==> config.mk <==
export PLATFORM = sky130hd
export DESIGN_NAME = gcd_angle_prep
export DESIGN_NICKNAME = d
export VERILOG_FILES = /design/src/sv/gcd_pkg.sv /design/src/sv/gcd_angle_prep.sv
export SDC_FILE = /design/constraint.sdc
export NUM_CORES = 1
export LEC_CHECK = 0
export ABC_AREA = 1
export BUFFER_PORTS_ARGS = -buffer_cell sky130_fd_sc_hd__buf_2
export CAP_MARGIN = 20
export CORE_MARGIN = 1.5
export CORE_UTILIZATION = 51
export CTS_BUF_LIST = sky130_fd_sc_hd__clkbuf_8
export DETAILED_ROUTE_END_ITERATION = 16
export GPL_TIMING_DRIVEN = 1
export PLACE_DENSITY = 0.69
export SLEW_MARGIN = 20
export SYNTH_ARGS = -nofsm -noshare
export SYNTH_HDL_FRONTEND = slang
export SYNTH_SLANG_ARGS = --single-unit
==> constraint.sdc <==
create_clock -name clk -period 14.16 [get_ports clk]
set_input_delay 0 -clock clk [delete_from_list [all_inputs] [get_ports clk]]
set_output_delay 0 -clock clk [all_outputs]
set_load 0.005 [all_outputs]
==> src/sv/gcd_pkg.sv <==
// Shared constants, types and the arctangent table for the great-circle distance pipeline.
package gcd_pkg;

  localparam int CORDIC_STAGES_DEF = 24;

  // angle in 5e-8 degree units, signed; reduced angle fits in 33 bits unsigned
  localparam int UW = 34;
  localparam int RW = 33;
  // CORDIC datapath widths: x/y Q30 with headroom, z radians Q30 signed
  localparam int XW = 34;
  localparam int ZW = 33;
  localparam int DW = 25;

  localparam logic [RW-1:0] TURN_UNITS    = 33'd7200000000;
  localparam logic [RW-1:0] QUARTER_UNITS = 33'd1800000000;
  localparam logic [RW-1:0] HALF_UNITS    = 33'd3600000000;
  localparam logic [RW-1:0] THREE_Q_UNITS = 33'd5400000000;
  localparam logic [31:0]   RAD_SCALE     = 32'd4024455254;
  localparam logic signed [XW-1:0] CORDIC_GAIN = 34'sh026DD3B6A;
  localparam logic [23:0]   TWO_R_METERS  = 24'd12742000;

  localparam logic [31:0] ATAN_HEAD [10] = '{
    32'h3243F6A8, 32'h1DAC6705, 32'h0FADBAFC, 32'h07F56EA6, 32'h03FEAB76,
    32'h01FFD55B, 32'h00FFFAAA, 32'h007FFF55, 32'h003FFFEA, 32'h001FFFFD
  };

  typedef enum logic [1:0] {QUAD_0, QUAD_1, QUAD_2, QUAD_3} quad_t;

  typedef struct packed {
    logic  valid;
    quad_t quad;
  } rot_tag_t;

  // floor(atan(2^-i) * 2^30); zero past the fraction bits
  function automatic logic signed [ZW-1:0] atan_q30(input int i);
    logic signed [ZW-1:0] v;
    v = '0;
    if (i < 10) begin
      v = {1'b0, ATAN_HEAD[i]};
    end else if (i < 30) begin
      v = ZW'((33'sd1 <<< (30 - i)) - 33'sd1);
    end
    return v;
  endfunction

endpackage

==> src/sv/gcd_angle_prep.sv <==
// Angle reduction to quadrant and radians, ahead of the rotation CORDIC.
module gcd_angle_prep
  import gcd_pkg::*;
(
  input  logic                 clk,
  input  logic                 rst,
  input  logic                 in_valid,
  input  logic signed [UW-1:0] u,
  output rot_tag_t             tag,
  output logic signed [ZW-1:0] z
);

  logic signed [UW:0] wrapped;
  logic [RW-1:0]      r1;
  logic               v1;
  rot_tag_t           tag2, tag3;
  logic [30:0]        t2;
  logic [62:0]        prod3;
  logic [30:0]        z4;
  logic [62:0]        rounded;

  assign wrapped = (UW+1)'(u) + (UW+1)'(signed'({1'b0, TURN_UNITS}));
  assign rounded = prod3 + 63'h80000000;

  always_ff @(posedge clk) begin
    if (rst) begin
      v1   <= 1'b0;
      tag2 <= '0;
      tag3 <= '0;
      tag  <= '0;
    end else begin
      v1         <= in_valid;
      tag2.valid <= v1;
      priority if (r1 >= THREE_Q_UNITS) begin
        tag2.quad <= QUAD_3;
      end else if (r1 >= HALF_UNITS) begin
        tag2.quad <= QUAD_2;
      end else if (r1 >= QUARTER_UNITS) begin
        tag2.quad <= QUAD_1;
      end else begin
        tag2.quad <= QUAD_0;
      end
      tag3 <= tag2;
      tag  <= tag3;
    end
  end

  always_ff @(posedge clk) begin
    r1 <= u[UW-1] ? wrapped[RW-1:0] : u[RW-1:0];
    priority if (r1 >= THREE_Q_UNITS) begin
      t2 <= 31'(r1 - THREE_Q_UNITS);
    end else if (r1 >= HALF_UNITS) begin
      t2 <= 31'(r1 - HALF_UNITS);
    end else if (r1 >= QUARTER_UNITS) begin
      t2 <= 31'(r1 - QUARTER_UNITS);
    end else begin
      t2 <= r1[30:0];
    end
    prod3 <= 63'(t2) * 63'(RAD_SCALE);
    z4    <= rounded[62:32];
  end

  assign z = {2'b00, z4};

endmodule

==> results of run 1 <==
## flip-flops by register name (all words and copies together) (netlist names)
register,cells
r1,33
prod3,32
t2,31
z4,31
tag2,3
tag3,3
tag,3
v1,1
## Yosys cell counts (2+ instances only)
| library cell | count |
|---|---|
| xor2_1 | 83 |
| buf_2 | 11 |
| inv_4 | 3 |
| a21boi_0 | 3 |
| ha_1 | 331 |
| clkbuf_1 | 4 |
| a21oi_1 | 101 |
| dfxtp_1 | 137 |
| nand2_4 | 2 |
| nor3_1 | 33 |
| o21ai_0 | 84 |
| a21o_1 | 7 |
| nand2_1 | 577 |
| o21ai_1 | 3 |
| nand2_2 | 7 |
| o211ai_1 | 2 |
| nor2_2 | 12 |
| fa_1 | 342 |
| nor2_4 | 4 |
| nor4_1 | 3 |
| a31oi_1 | 8 |
| inv_1 | 718 |
| nor2_1 | 273 |
| nand3b_1 | 6 |
| or2_1 | 2 |
| o21bai_1 | 15 |
| nand4_1 | 37 |
| nand3_1 | 120 |
| xnor2_1 | 18 |
| inv_2 | 7 |
| buf_6 | 6 |
| nand3_2 | 4 |
| o21a_1 | 11 |
| a21oi_2 | 3 |
| buf_4 | 14 |
## through the flow
stage,utilization,std cells,hold WS (ns),worst slack [ns],instance area [um2]
after floorplan,-,3005,0.02772,7.986,23520
after global placement,0.5365,3642,0.1026,7.322,24400
after detailed placement,0.5365,3642,0.1045,7.225,24400
after CTS,0.5578,3731,0.04405,7.203,25370
after global routing,0.5578,3731,0.07074,6.866,25370
final,0.5578,3731,0.09512,7.160,25370
## timing repair
action | in CTS | in global routing
hold endpoints to repair | 43 | 0
setup buffers | 0 | 0
hold buffers | 57 | 0
gates resized for setup | 0 | 0
## cell families after synthesis
family / after synthesis / share of synthesized area
compound gates: 240 / 0.05676
fa+ha+maj: 673 / 0.4672
other cells: 1 / 0.0001594
simple gates: 1087 / 0.1943
buf+inv: 765 / 0.1274
xor+xnor: 101 / 0.03761
flops: 137 / 0.1166
## area by class of cell
cell class / instances / area (um2) / share of cell area
clock buffer: 18 / 247.7 / 0.009766
clock inverter: 14 / 151.4 / 0.005968
inverter: 730 / 2754 / 0.1086
multi-input combinational: 2103 / 17780 / 0.7011
sequential: 137 / 2743 / 0.1081
tap: 600 / 750.7 / 0.02959
timing repair buffer: 129 / 935.9 / 0.03689
## worst min path at each step
stage               startpoint        endpoint  slack (ns)  cells after the start
floorplan                 u[0]   r1[0]$_DFF_P_        0.03                      0
detailed placement        u[8]   r1[8]$_DFF_P_        0.10                      1
global route             u[10]  r1[10]$_DFF_P_        0.07                      2
global placement          u[8]   r1[8]$_DFF_P_        0.10                      1
finish                    u[2]   r1[2]$_DFF_P_         0.1                      2
CTS                       u[0]   r1[0]$_DFF_P_        0.04                      2
## layer usage
| metal | track usage | up-vias | part of all wire |
|---|---|---|---|
| met3 | 0.03766 | 109 | 0.048 |
| met4 | 0.1005 | 0 | 0.030 |
| met5 | 0 | - | 0 |
| li1 | - | 9381 | - |
| met2 | 0.5340 | 581 | 0.48 |
| met1 | 0.4065 | 9657 | 0.44 |
==> qor_table.md, run 1 <==
| Parameter | Reported |
|---|---|
| MaxCap Viol Count | 0 |
| Number of setup violations in the final report | 0 |
| Wire length of the first global-routing pass | 112.2 mm |
| Later-pin clock latency in the skew report | 0.54 ns |
| Worst R2R Start | t2[0]$_DFF_P_ |
| Synth area leader | fa_1 |
| Area share of the largest cell type after synthesis | 0.2911 |
| Number of buffers added by the clock tree synthesis step | 17 |
| Critical Path End | prod3[56]$_DFF_P_ |
| DR vias/cell | 5.288 |
| Die Ht | 217.8 um |
| Kind of cell with the highest combined delay on the critical path | adder cells |
| Commonest non-fill, non-tap cell in the layout | inv_1 |
| Share of flip-flops with an asynchronous set or reset | 0 |
| Cell type with the highest occurrence count on the critical path | fa_1 |
| CTS clk-pin slew, worst paths | 0.09 ns |
| Period utilisation layout | 0.4944 |
| Sinks on Clock Net | 137 |
| Distinct cell type count after synthesis | 48 |
| Initial Util | 0.5172 |
| Cell chain of the critical path | inv_1 > fa_1 > inv_1 > fa_1 > fa_1 > fa_1 > fa_1 > fa_1 > fa_1 > inv_1 > fa_1 > inv_1 > ha_1 > a21oi_1 > o21ai_0 > o21bai_1 > a21oi_1 > nor2_1 > nor2_1 > nand2_1 > nand2_1 > nand2_1 |
| Final number of max-transition violations | 0 |
| Category of the worst setup path launch point | register |
| Antenna violations before repair | 0 |
| Post-synthesis cell count | 3,004 |
| Relative slew margins | 0.3464 |
| Vias post-DR | 19.73k |
| Setup repair after global routing missed its margin | false |
| Last weighted congestion value of the routability-driven placer | 0.9943 |
| Main flop type after synthesis | dfxtp_1 |
| Ports placed on the boundary | 73 |
| Post-synthesis average cell area | 7.830 um2 |
| Critical path's largest stage delay | 0.58 ns |
| Synthesis warning total | 0 |
| Total global routing track utilization | 0.3107 |
| Post-route ant nets | 0 |
| Placeable core region | 45,480 um2 |
| R2R depth | 22 |
| Violation count after the first detailed-routing iteration | 1,541 |
| HPWL after DPL | 60.16 mm |
| Clock tree buffer depth | 2 |
| Top cells by area in the synthesized netlist | fa_1 29%, ha_1 18%, dfxtp_1 12%, inv_1 11%, nand2_1 9.2% |
| Worst Max-Slew Pin Slew | 0.9777 ns |
| Number of optimization iterations in the first detailed-route pass | 6 |
| Clock skew | 0.02198 ns |
| Die footprint | 47,420 um2 |
| Total buffers and inverters traversed by the critical path | 4 |
| CP Data Required Time | 14.59 ns |
| Clock tree from TritonCTS | yes |
| Worst-case register-to-register setup slack | 7.16 ns |
| Std cell rows | 78 |
| Cell at the root of the clock tree | clkbuf_8 |
| Total length of routed wires | 69.38 mm |
| Post-synth EDFFs | 0 |
| Horizontal die dimension | 217.8 um |
| Vias in the first global route | 20.83k |
| Upper clock frequency limit | 142.9 MHz |
| Largest net degree at the start of global routing | 26 |
| Wire length per cell | 18.59 um |
| Htree depth | 4 |
| Data arrival time of the critical path | 7.43 ns |
| Flop and latch count out of synthesis | 137 |
| Share of layout cells above drive strength 1 | 0.04887 |
| Count of buffers from port buffering | 70 |
| Total inserted antenna cells | 0 |
| NumNets Final | 3,828 |
| Final period demand of the worst path | 7.000 ns |
| Grt ovf | 0 |
| Total count of hold-check failures in the final report | 0 |
| Nature of the critical path endpoint | register |
| Highest fanout seen on the critical path | 9 |
| Class of the most critical setup path | register to register |
| Most used cells in the layout excluding fill and tap cells | 718 x inv_1, 577 x nand2_1, 342 x fa_1 |
| Setup total negative slack | 0 ns |
| Status | completed |
| Slowest library cell on the worst path | dfxtp_1 |
| Launch point of the worst path | t2[0]$_DFF_P_ |
| Fraction of the yosys area taken by sequential cells | 0.1166 |
| Fill cell count | 4,345 |
| Cell area after technology mapping | 23,520 um2 |
| Total stage count of the critical path | 22 |
| Hold crit path type | input port to register |
| Number of DRC violations after detailed routing | 0 |
| Area Overhead vs Synth | 7.852% |
| R2R Path End | prod3[56]$_DFF_P_ |
Power of run 1 is not shown: default switching activity piles up to over one toggle a cycle in this logic, so the estimate is an artifact.
==> run 2: changes to the inputs <==
==> constraint.sdc (replaced) <==
create_clock -name clk -period 6.5 [get_ports clk]
set_input_delay 0 -clock clk [delete_from_list [all_inputs] [get_ports clk]]
set_output_delay 0 -clock clk [all_outputs]
set_load 0.005 [all_outputs]
==> run 2 against run 1 <==
Register-to-register slack worse by 6.9 ns. First-iteration DRC count is 16% lower. Clock skew is 0.0012 ns lower. Sequential cell count stayed put. Via count is 1.4% higher. Utilization is 2.2 points higher. Worst hold slack worse by 0.038 ns. Critical path depth is 1 higher. Non-clock buffer count is 78 higher. Worst setup slack worse by 6.9 ns. Final cell count is 2.1% higher. Maximum frequency is 12% higher. Critical path type unchanged.
==> qor_table.md, run 2 (same netlist as run 1, synthesis figures left out) <==
| Parameter | Reported | Delta |
|---|---|---|
| Horizontal die dimension | 217.8 um | unchanged |
| Setup repair after global routing missed its margin | true | was false |
| Critical path's largest stage delay | 0.57 ns | was 0.58 ns |
| Clock tree from TritonCTS | yes | unchanged |
| Placeable core region | 45,480 um2 | unchanged |
| Upper clock frequency limit | 159.7 MHz | was 142.9 MHz |
| Highest fanout seen on the critical path | 4 | was 9 |
| Die footprint | 47,420 um2 | unchanged |
| Share of layout cells above drive strength 1 | 0.09941 | was 0.04887 |
| Class of the most critical setup path | register to register | unchanged |
| Vias post-DR | 20.00k | was 19.73k |
| DR vias/cell | 5.249 | was 5.288 |
| Clock tree buffer depth | 2 | unchanged |
| Area Overhead vs Synth | 12.03% | was 7.852% |
| Cell type with the highest occurrence count on the critical path | fa_1 | unchanged |
| HPWL after DPL | 62.43 mm | was 60.16 mm |
| Relative slew margins | 0.2601 | was 0.3464 |
| Top register by number of flip-flops | r1 | unchanged |
| Last weighted congestion value of the routability-driven placer | 1.015 | was 0.9943 |
| Ports placed on the boundary | 73 | unchanged |
| Category of the worst setup path launch point | register | unchanged |
| CTS clk-pin slew, worst paths | 0.10 ns | was 0.09 ns |
| Period utilisation layout | 0.9634 | was 0.4944 |
| Total global routing track utilization | 0.3207 | was 0.3107 |
| Hold Crit Depth | 4 | was 2 |
| Wire length of the first global-routing pass | 114.8 mm | was 112.2 mm |
| Vias in the first global route | 21.19k | was 20.83k |
| Number of DRC violations after detailed routing | 0 | unchanged |
| Most used cells in the layout excluding fill and tap cells | 716 x inv_1, 568 x nand2_1, 336 x fa_1 | was 718 x inv_1, 577 x nand2_1, 342 x fa_1 |
| Wire length per cell | 18.93 um | was 18.59 um |
| Data arrival time of the critical path | 6.73 ns | was 7.43 ns |
| Commonest non-fill, non-tap cell in the layout | inv_1 | unchanged |
| Status | completed | unchanged |
| Later-pin clock latency in the skew report | 0.56 ns | was 0.54 ns |
| Sinks on Clock Net | 137 | unchanged |
| Number of buffers added by the clock tree synthesis step | 17 | unchanged |
| Final number of max-transition violations | 0 | unchanged |
| Htree depth | 4 | unchanged |
| Initial Util | 0.5172 | unchanged |
| MaxCap Viol Count | 0 | unchanged |
| Std cell rows | 78 | unchanged |
| Max FFs per register | 33 | unchanged |
| Grt ovf | 0 | unchanged |
| Post-route ant nets | 0 | unchanged |
| Number of setup violations in the final report | 0 | unchanged |
| Worst Hold Path EP | r1[13]$_DFF_P_ | was r1[2]$_DFF_P_ |
| NumNets Final | 3,906 | was 3,828 |
| Hold Path Origin | u[33] | was u[2] |
| Cell chain of the critical path | fa_1 > inv_1 > fa_1 > inv_1 > fa_1 > fa_1 > fa_2 > fa_1 > inv_1 > fa_1 > fa_1 > inv_1 > ha_4 > nand2_2 > nor2_4 > inv_1 > nor2_2 > inv_1 > nor2_2 > nand2_1 > o21bai_1 > nand4_1 > nand2_1 | was inv_1 > fa_1 > inv_1 > fa_1 > fa_1 > fa_1 > fa_1 > fa_1 > fa_1 > inv_1 > fa_1 > inv_1 > ha_1 > a21oi_1 > o21ai_0 > o21bai_1 > a21oi_1 > nor2_1 > nor2_1 > nand2_1 > nand2_1 > nand2_1 |
| Number of optimization iterations in the first detailed-route pass | 6 | unchanged |
| Violation count after the first detailed-routing iteration | 1,300 | was 1,541 |
| Cell at the root of the clock tree | clkbuf_8 | unchanged |
| Worst-case register-to-register setup slack | 0.24 ns | was 7.16 ns |
| Total count of hold-check failures in the final report | 0 | unchanged |
| Top flop regs | r1 x33, prod3 x32 | unchanged |
| Die Ht | 217.8 um | unchanged |
| Worst Max-Slew Pin Slew | 1.107 ns | was 0.9777 ns |
| Nature of the critical path endpoint | register | unchanged |
| Final period demand of the worst path | 6.262 ns | was 7.000 ns |
| Hold crit path type | input port to register | unchanged |
| Antenna violations before repair | 0 | unchanged |
| Slowest library cell on the worst path | fa_1 | was dfxtp_1 |
| Count of buffers from port buffering | 70 | unchanged |
| Largest net degree at the start of global routing | 26 | unchanged |
| Total length of routed wires | 72.11 mm | was 69.38 mm |
| Final core utilization | 0.5794 | was 0.5578 |
| R2R Path End | prod3[54]$_DFF_P_ | was prod3[56]$_DFF_P_ |
| R2R depth | 23 | was 22 |
| Clock skew | 0.02074 ns | was 0.02198 ns |
| Worst R2R Start | t2[10]$_DFF_P_ | was t2[0]$_DFF_P_ |
| CP Data Required Time | 6.97 ns | was 14.59 ns |
==> run 2: cell count changes in the layout (fill, tap and decap cells not counted), sizes merged <==
cell / previous run / this run
diode: 0 / 1
bufinv: 1 / 3
dlygate4sd3: 57 / 56
clkbuf: 18 / 17
buf: 72 / 151
inv: 738 / 737
==> run 2: how the worst max path moves through the flow <==
| stage | start | end |
|---|---|---|
| floorplan | t2[4]$_DFF_P_ | prod3[54]$_DFF_P_ |
| global placement | t2[2]$_DFF_P_ | prod3[34]$_DFF_P_ |
| detailed placement | t2[2]$_DFF_P_ | prod3[34]$_DFF_P_ |
| CTS | t2[2]$_DFF_P_ | prod3[55]$_DFF_P_ |
| global route | t2[6]$_DFF_P_ | prod3[50]$_DFF_P_ |
| finish | t2[10]$_DFF_P_ | prod3[54]$_DFF_P_ |
==> run 2: critical path: cells and delay by family (launching register included) <==
family / cells / cell delay (ns)
AND/OR/NAND/NOR: 7 / 0.72
adder cells (fa/ha/maj): 9 / 4.53
flip-flops: 1 / 0.37
AO/OA/AOI/OAI: 1 / 0.19
buffers and inverters: 6 / 0.38
==> run 2: routing by layer <==
metal | track usage | share of wire | routed length (um) | vias up
met1 | 0.4019 | 0.43 | 30920 | 9761
met2 | 0.5616 | 0.49 | 35410 | 557
li1 | - | - | - | 9560
met4 | 0.1166 | 0.033 | 2346 | 0
met3 | 0.04519 | 0.048 | 3442 | 121
met5 | 0 | 0 | 0 | -
==> run 2: stage by stage <==
stage	setup slack, ns	instances	TNS (ns)	hold WS, ns	cell area, um2
finish	0.2378	3810	0	0.05754	26350
global route	-0.04573	3809	-0.2096	0.06971	26350
CTS	0.0006937	3804	0	0.009259	25980
detailed placement	-0.1137	3716	-0.4989	0.1041	24970
global placement	0.02031	3716	0	0.1018	24970
floorplan	0.3265	3005	0	0.02772	23520
==> run 2: timing repair <==
action / in CTS / in global routing
pin swaps: 3 / 33
setup endpoints to repair: 11 / 32
setup buffers: 0 / 5
hold endpoints to repair: 43 / 0
gates resized for setup: 9 / 102
hold buffers: 56 / 0
==> run 2: cell type report <==
cell class                 instances  area [um2]
antenna                            1       2.502
inverter                         730        2754
fill                            4311       19130
clock buffer                      17       234.0
multi-input combinational       2103       18100
sequential                       137        2770
tap                              600       750.7
timing repair buffer             207        1531
clock inverter                    15       202.7
Power of run 2 is left out for the same reason.
==> run 3: changes to the inputs <==
--- a/config.mk
+++ b/config.mk
@@ -5,15 +5,13 @@
 export SDC_FILE = /design/constraint.sdc
 export NUM_CORES = 1
 export LEC_CHECK = 0
-export ABC_AREA = 1
 export BUFFER_PORTS_ARGS = -buffer_cell sky130_fd_sc_hd__buf_2
-export CAP_MARGIN = 20
 export CORE_MARGIN = 1.5
 export CORE_UTILIZATION = 51
 export CTS_BUF_LIST = sky130_fd_sc_hd__clkbuf_8
 export DETAILED_ROUTE_END_ITERATION = 16
 export GPL_TIMING_DRIVEN = 1
-export PLACE_DENSITY = 0.69
+export PLACE_DENSITY = 0.7
 export SLEW_MARGIN = 20
 export SYNTH_ARGS = -nofsm -noshare
 export SYNTH_HDL_FRONTEND = slang
==> run 3 against run 2 <==
The flow now finishes with violations (negative setup slack). Worst setup slack got worse by 0.54 ns. Sequential cell count unchanged. First-iteration DRC count decreased by 43%. Final cell count decreased by 26%. Non-clock buffer count increased by 56. Highest routed layer unchanged. Wire length decreased by 33%. Synthesized cell count decreased by 31%. Utilization increased by 3.1 points. Worst hold slack improved by 0.028 ns. Critical endpoint is now prod3[62]$_DFF_P_. Largest cell class unchanged. Critical path depth increased by 1.
==> qor_table.md, run 3 <==
| Parameter | Reported | Delta |
|---|---|---|
| Final period demand of the worst path | 6.798 ns | was 6.262 ns |
| Fill cell count | 3,233 | was 4,311 |
| Final worst hold slack | 0.08552 ns | was 0.05754 ns |
| Post-synthesis average cell area | 9.738 um2 | was 7.830 um2 |
| Sinks on Clock Net | 137 | unchanged |
| Hold Crit Depth | 3 | was 4 |
| Wire length of the first global-routing pass | 79.37 mm | was 114.8 mm |
| Clock tree buffer depth | 2 | unchanged |
| Total length of routed wires | 48.61 mm | was 72.11 mm |
| Largest net degree at the start of global routing | 42 | was 26 |
| Vias in the first global route | 15.89k | was 21.19k |
| Vias post-DR | 14.83k | was 20.00k |
| Worst-case register-to-register setup slack | -0.30 ns | was 0.24 ns |
| Later-pin clock latency in the skew report | 0.50 ns | was 0.56 ns |
| Cell at the root of the clock tree | clkbuf_8 | unchanged |
| Post-synth EDFFs | 0 | unchanged |
| DR vias/cell | 5.225 | was 5.249 |
| Die Ht | 201.5 um | was 217.8 um |
| Synthesis warning total | 0 | unchanged |
| Clock skew | 0.01420 ns | was 0.02074 ns |
| Worst R2R Start | t2[3]$_DFF_P_ | was t2[10]$_DFF_P_ |
| Post-synthesis cell count | 2,064 | was 3,004 |
| NumNets Final | 3,017 | was 3,906 |
| Total area of multi-input combinational cells | 15,820 um2 | was 18,100 um2 |
| Cell area after technology mapping | 20,100 um2 | was 23,520 um2 |
| Horizontal die dimension | 201.5 um | was 217.8 um |
| Fin worst setup slack | -0.2976 ns | was 0.2378 ns |
| Register area | 2780 um2 | was 2770 um2 |
| Htree depth | 4 | unchanged |
| Violation count after the first detailed-routing iteration | 742 | was 1,300 |
| Number of setup violations in the final report | 20 | was 0 |
| Category of the worst setup path launch point | register | unchanged |
| Number of buffers added by the clock tree synthesis step | 17 | unchanged |
| Class of the most critical setup path | register to register | unchanged |
| HPWL after DPL | 41.61 mm | was 62.43 mm |
| Share of flip-flops with an asynchronous set or reset | 0 | unchanged |
| Nature of the critical path endpoint | register | unchanged |
| Fraction of the yosys area taken by sequential cells | 0.1365 | was 0.1166 |
| Placeable core region | 38,740 um2 | was 45,480 um2 |
| Number of optimization iterations in the first detailed-route pass | 5 | was 6 |
| Top cells by area in the synthesized netlist | fa_1 34%, ha_1 21%, dfxtp_1 14%, inv_1 9.4%, xnor2_1 3.3% | was fa_1 29%, ha_1 18%, dfxtp_1 12%, inv_1 11%, nand2_1 9.2% |
| CTS clk-pin slew, worst paths | 0.08 ns | was 0.10 ns |
| Highest fanout seen on the critical path | 4 | unchanged |
| Ports placed on the boundary | 73 | unchanged |
| Library cell with the highest instance count after synthesis | inv_1 | unchanged |
| Commonest cells in the synthesized netlist | 506 x inv_1, 342 x fa_1, 331 x ha_1 | was 718 x inv_1, 577 x nand2_1, 342 x fa_1 |
| Max FFs per register | 33 | unchanged |
| Total count of hold-check failures in the final report | 0 | unchanged |
| Area share of the largest cell type after synthesis | 0.3406 | was 0.2911 |
| Initial Util | 0.5189 | was 0.5172 |
| Hold Path Origin | u[33] | unchanged |
| Antenna violations before repair | 0 | unchanged |
| Die footprint | 40,610 um2 | was 47,420 um2 |
| Final number of max-transition violations | 0 | unchanged |
| Last weighted congestion value of the routability-driven placer | 0.9709 | was 1.015 |
| Top flop regs | r1 x33, prod3 x32 | unchanged |
| Wire length per cell | 17.13 um | was 18.93 um |
| R2R depth | 24 | was 23 |
| Hold crit path type | input port to register | unchanged |
| Std cell rows | 72 | was 78 |
| Total global routing track utilization | 0.2490 | was 0.3207 |
| MaxCap Viol Count | 0 | unchanged |
| Status | complete, but fails checks | was completed |
| Flop and latch count out of synthesis | 137 | unchanged |
| Main flop type after synthesis | dfxtp_1 | unchanged |
| CP Data Required Time | 6.88 ns | was 6.97 ns |
| Clock tree from TritonCTS | yes | unchanged |
| Synth area leader | fa_1 | unchanged |
| Commonest non-fill, non-tap cell in the layout | inv_1 | unchanged |
| R2R Path End | prod3[62]$_DFF_P_ | was prod3[54]$_DFF_P_ |
| Worst Hold Path EP | r1[30]$_DFF_P_ | was r1[13]$_DFF_P_ |
| Period utilisation layout | 1.046 | was 0.9634 |
| Number of DRC violations after detailed routing | 0 | unchanged |
| Upper clock frequency limit | 147.1 MHz | was 159.7 MHz |
| Count of buffers from port buffering | 70 | unchanged |
| Grt ovf | 0 | unchanged |
| Setup repair after global routing missed its margin | true | unchanged |
| Distinct cell type count after synthesis | 76 | was 48 |
| Most used cells in the layout excluding fill and tap cells | 488 x inv_1, 330 x fa_1, 317 x ha_1 | was 716 x inv_1, 568 x nand2_1, 336 x fa_1 |
| Post-route ant nets | 0 | unchanged |
| Area Overhead vs Synth | 17.54% | was 12.03% |
| Share of layout cells above drive strength 1 | 0.1616 | was 0.09941 |
| Relative slew margins | 0.4542 | was 0.2601 |
| Total inserted antenna cells | 0 | was 1 |
| Data arrival time of the critical path | 7.18 ns | was 6.73 ns |
| Violations in the final reports | negative setup slack |  |
| Top register by number of flip-flops | r1 | unchanged |
| Worst Max-Slew Pin Slew | 0.8113 ns | was 1.107 ns |
[run 3: kinds of logic after synthesis]
| kind of cell | after synthesis | synth area share |
|---|---|---|
| fa+ha+maj | 673 | 0.5467 |
| buf+inv | 547 | 0.1037 |
| simple gates | 324 | 0.07937 |
| xor+xnor | 109 | 0.04750 |
| flops | 137 | 0.1365 |
| compound gates | 267 | 0.08298 |
| mux | 6 | 0.003113 |
| other cells | 1 | 0.0001866 |
[run 3: worst max-delay path by stage]
stage	to	slack, ns	depth (start not counted)	from
floorplan	prod3[62]$_DFF_P_	-0.02	23	t2[7]$_DFF_P_
finish	prod3[62]$_DFF_P_	-0.30	24	t2[3]$_DFF_P_
global route	prod3[62]$_DFF_P_	-0.49	24	t2[5]$_DFF_P_
global placement	prod3[59]$_DFF_P_	-0.32	25	t2[3]$_DFF_P_
CTS	prod3[62]$_DFF_P_	-0.24	24	t2[5]$_DFF_P_
detailed placement	prod3[59]$_DFF_P_	-0.41	25	t2[3]$_DFF_P_
[run 3: routing by layer]
metal / vias up / GRT usage / share of wire
met4: 0 / 0.07916 / 0.026
met1: 7444 / 0.3069 / 0.42
li1: 7048 / - / -
met2: 268 / 0.4482 / 0.53
met3: 69 / 0.03531 / 0.027
met5: - / 0 / 0
[run 3: critical path, stage by stage (launching register included)]
cell	delay [ns]
dfxtp_4	0.37
buf_6	0.11
fa_1	0.51
inv_1	0.06
fa_1	0.51
inv_2	0.05
fa_1	0.59
fa_1	0.44
fa_1	0.55
fa_1	0.44
fa_1	0.48
inv_1	0.05
fa_1	0.51
inv_2	0.05
ha_4	0.27
nand2_4	0.05
nor3_2	0.16
o211a_1	0.18
nor2b_4	0.18
a311oi_4	0.07
o31a_1	0.32
o21ba_4	0.23
o21ai_4	0.19
a41oi_2	0.13
xnor2_1	0.16
[run 3: area by class of cell]
type | instances | share of cell area
Clock inverter | 13 | 0.008421
Multi-Input combinational cell | 1381 | 0.6694
Sequential cell | 137 | 0.1177
Tap cell | 518 | 0.02743
Clock buffer | 19 | 0.01107
Timing Repair Buffer | 263 | 0.08521
Inverter | 507 | 0.08076
[run 3: timing repair]
| action | 4_1_cts | 5_1_grt |
|---|---|---|
| gates resized for setup | 77 | 41 |
| buffers inserted | 13 | 5 |
| hold buffers | 57 | 0 |
| gates cloned | 0 | 0 |
| endpoints found under the setup margin | 23 | 27 |
| pin swaps | 60 | 28 |
| endpoints found under the hold margin | 43 | 0 |
[run 3: through the flow]
step	cell area, um2	setup slack [ns]	util	setup TNS [ns]	cells
floorplan	20260	-0.01584	-	-0.01584	2065
detailed placement	22000	-0.4123	0.5679	-4.749	2735
CTS	23410	-0.2434	0.6043	-1.767	2833
global placement	22000	-0.3223	0.5679	-3.446	2735
finish	23630	-0.2976	0.6099	-2.892	2838
global route	23630	-0.4864	0.6099	-7.671	2838
Power of run 3 is left out for the same reason.
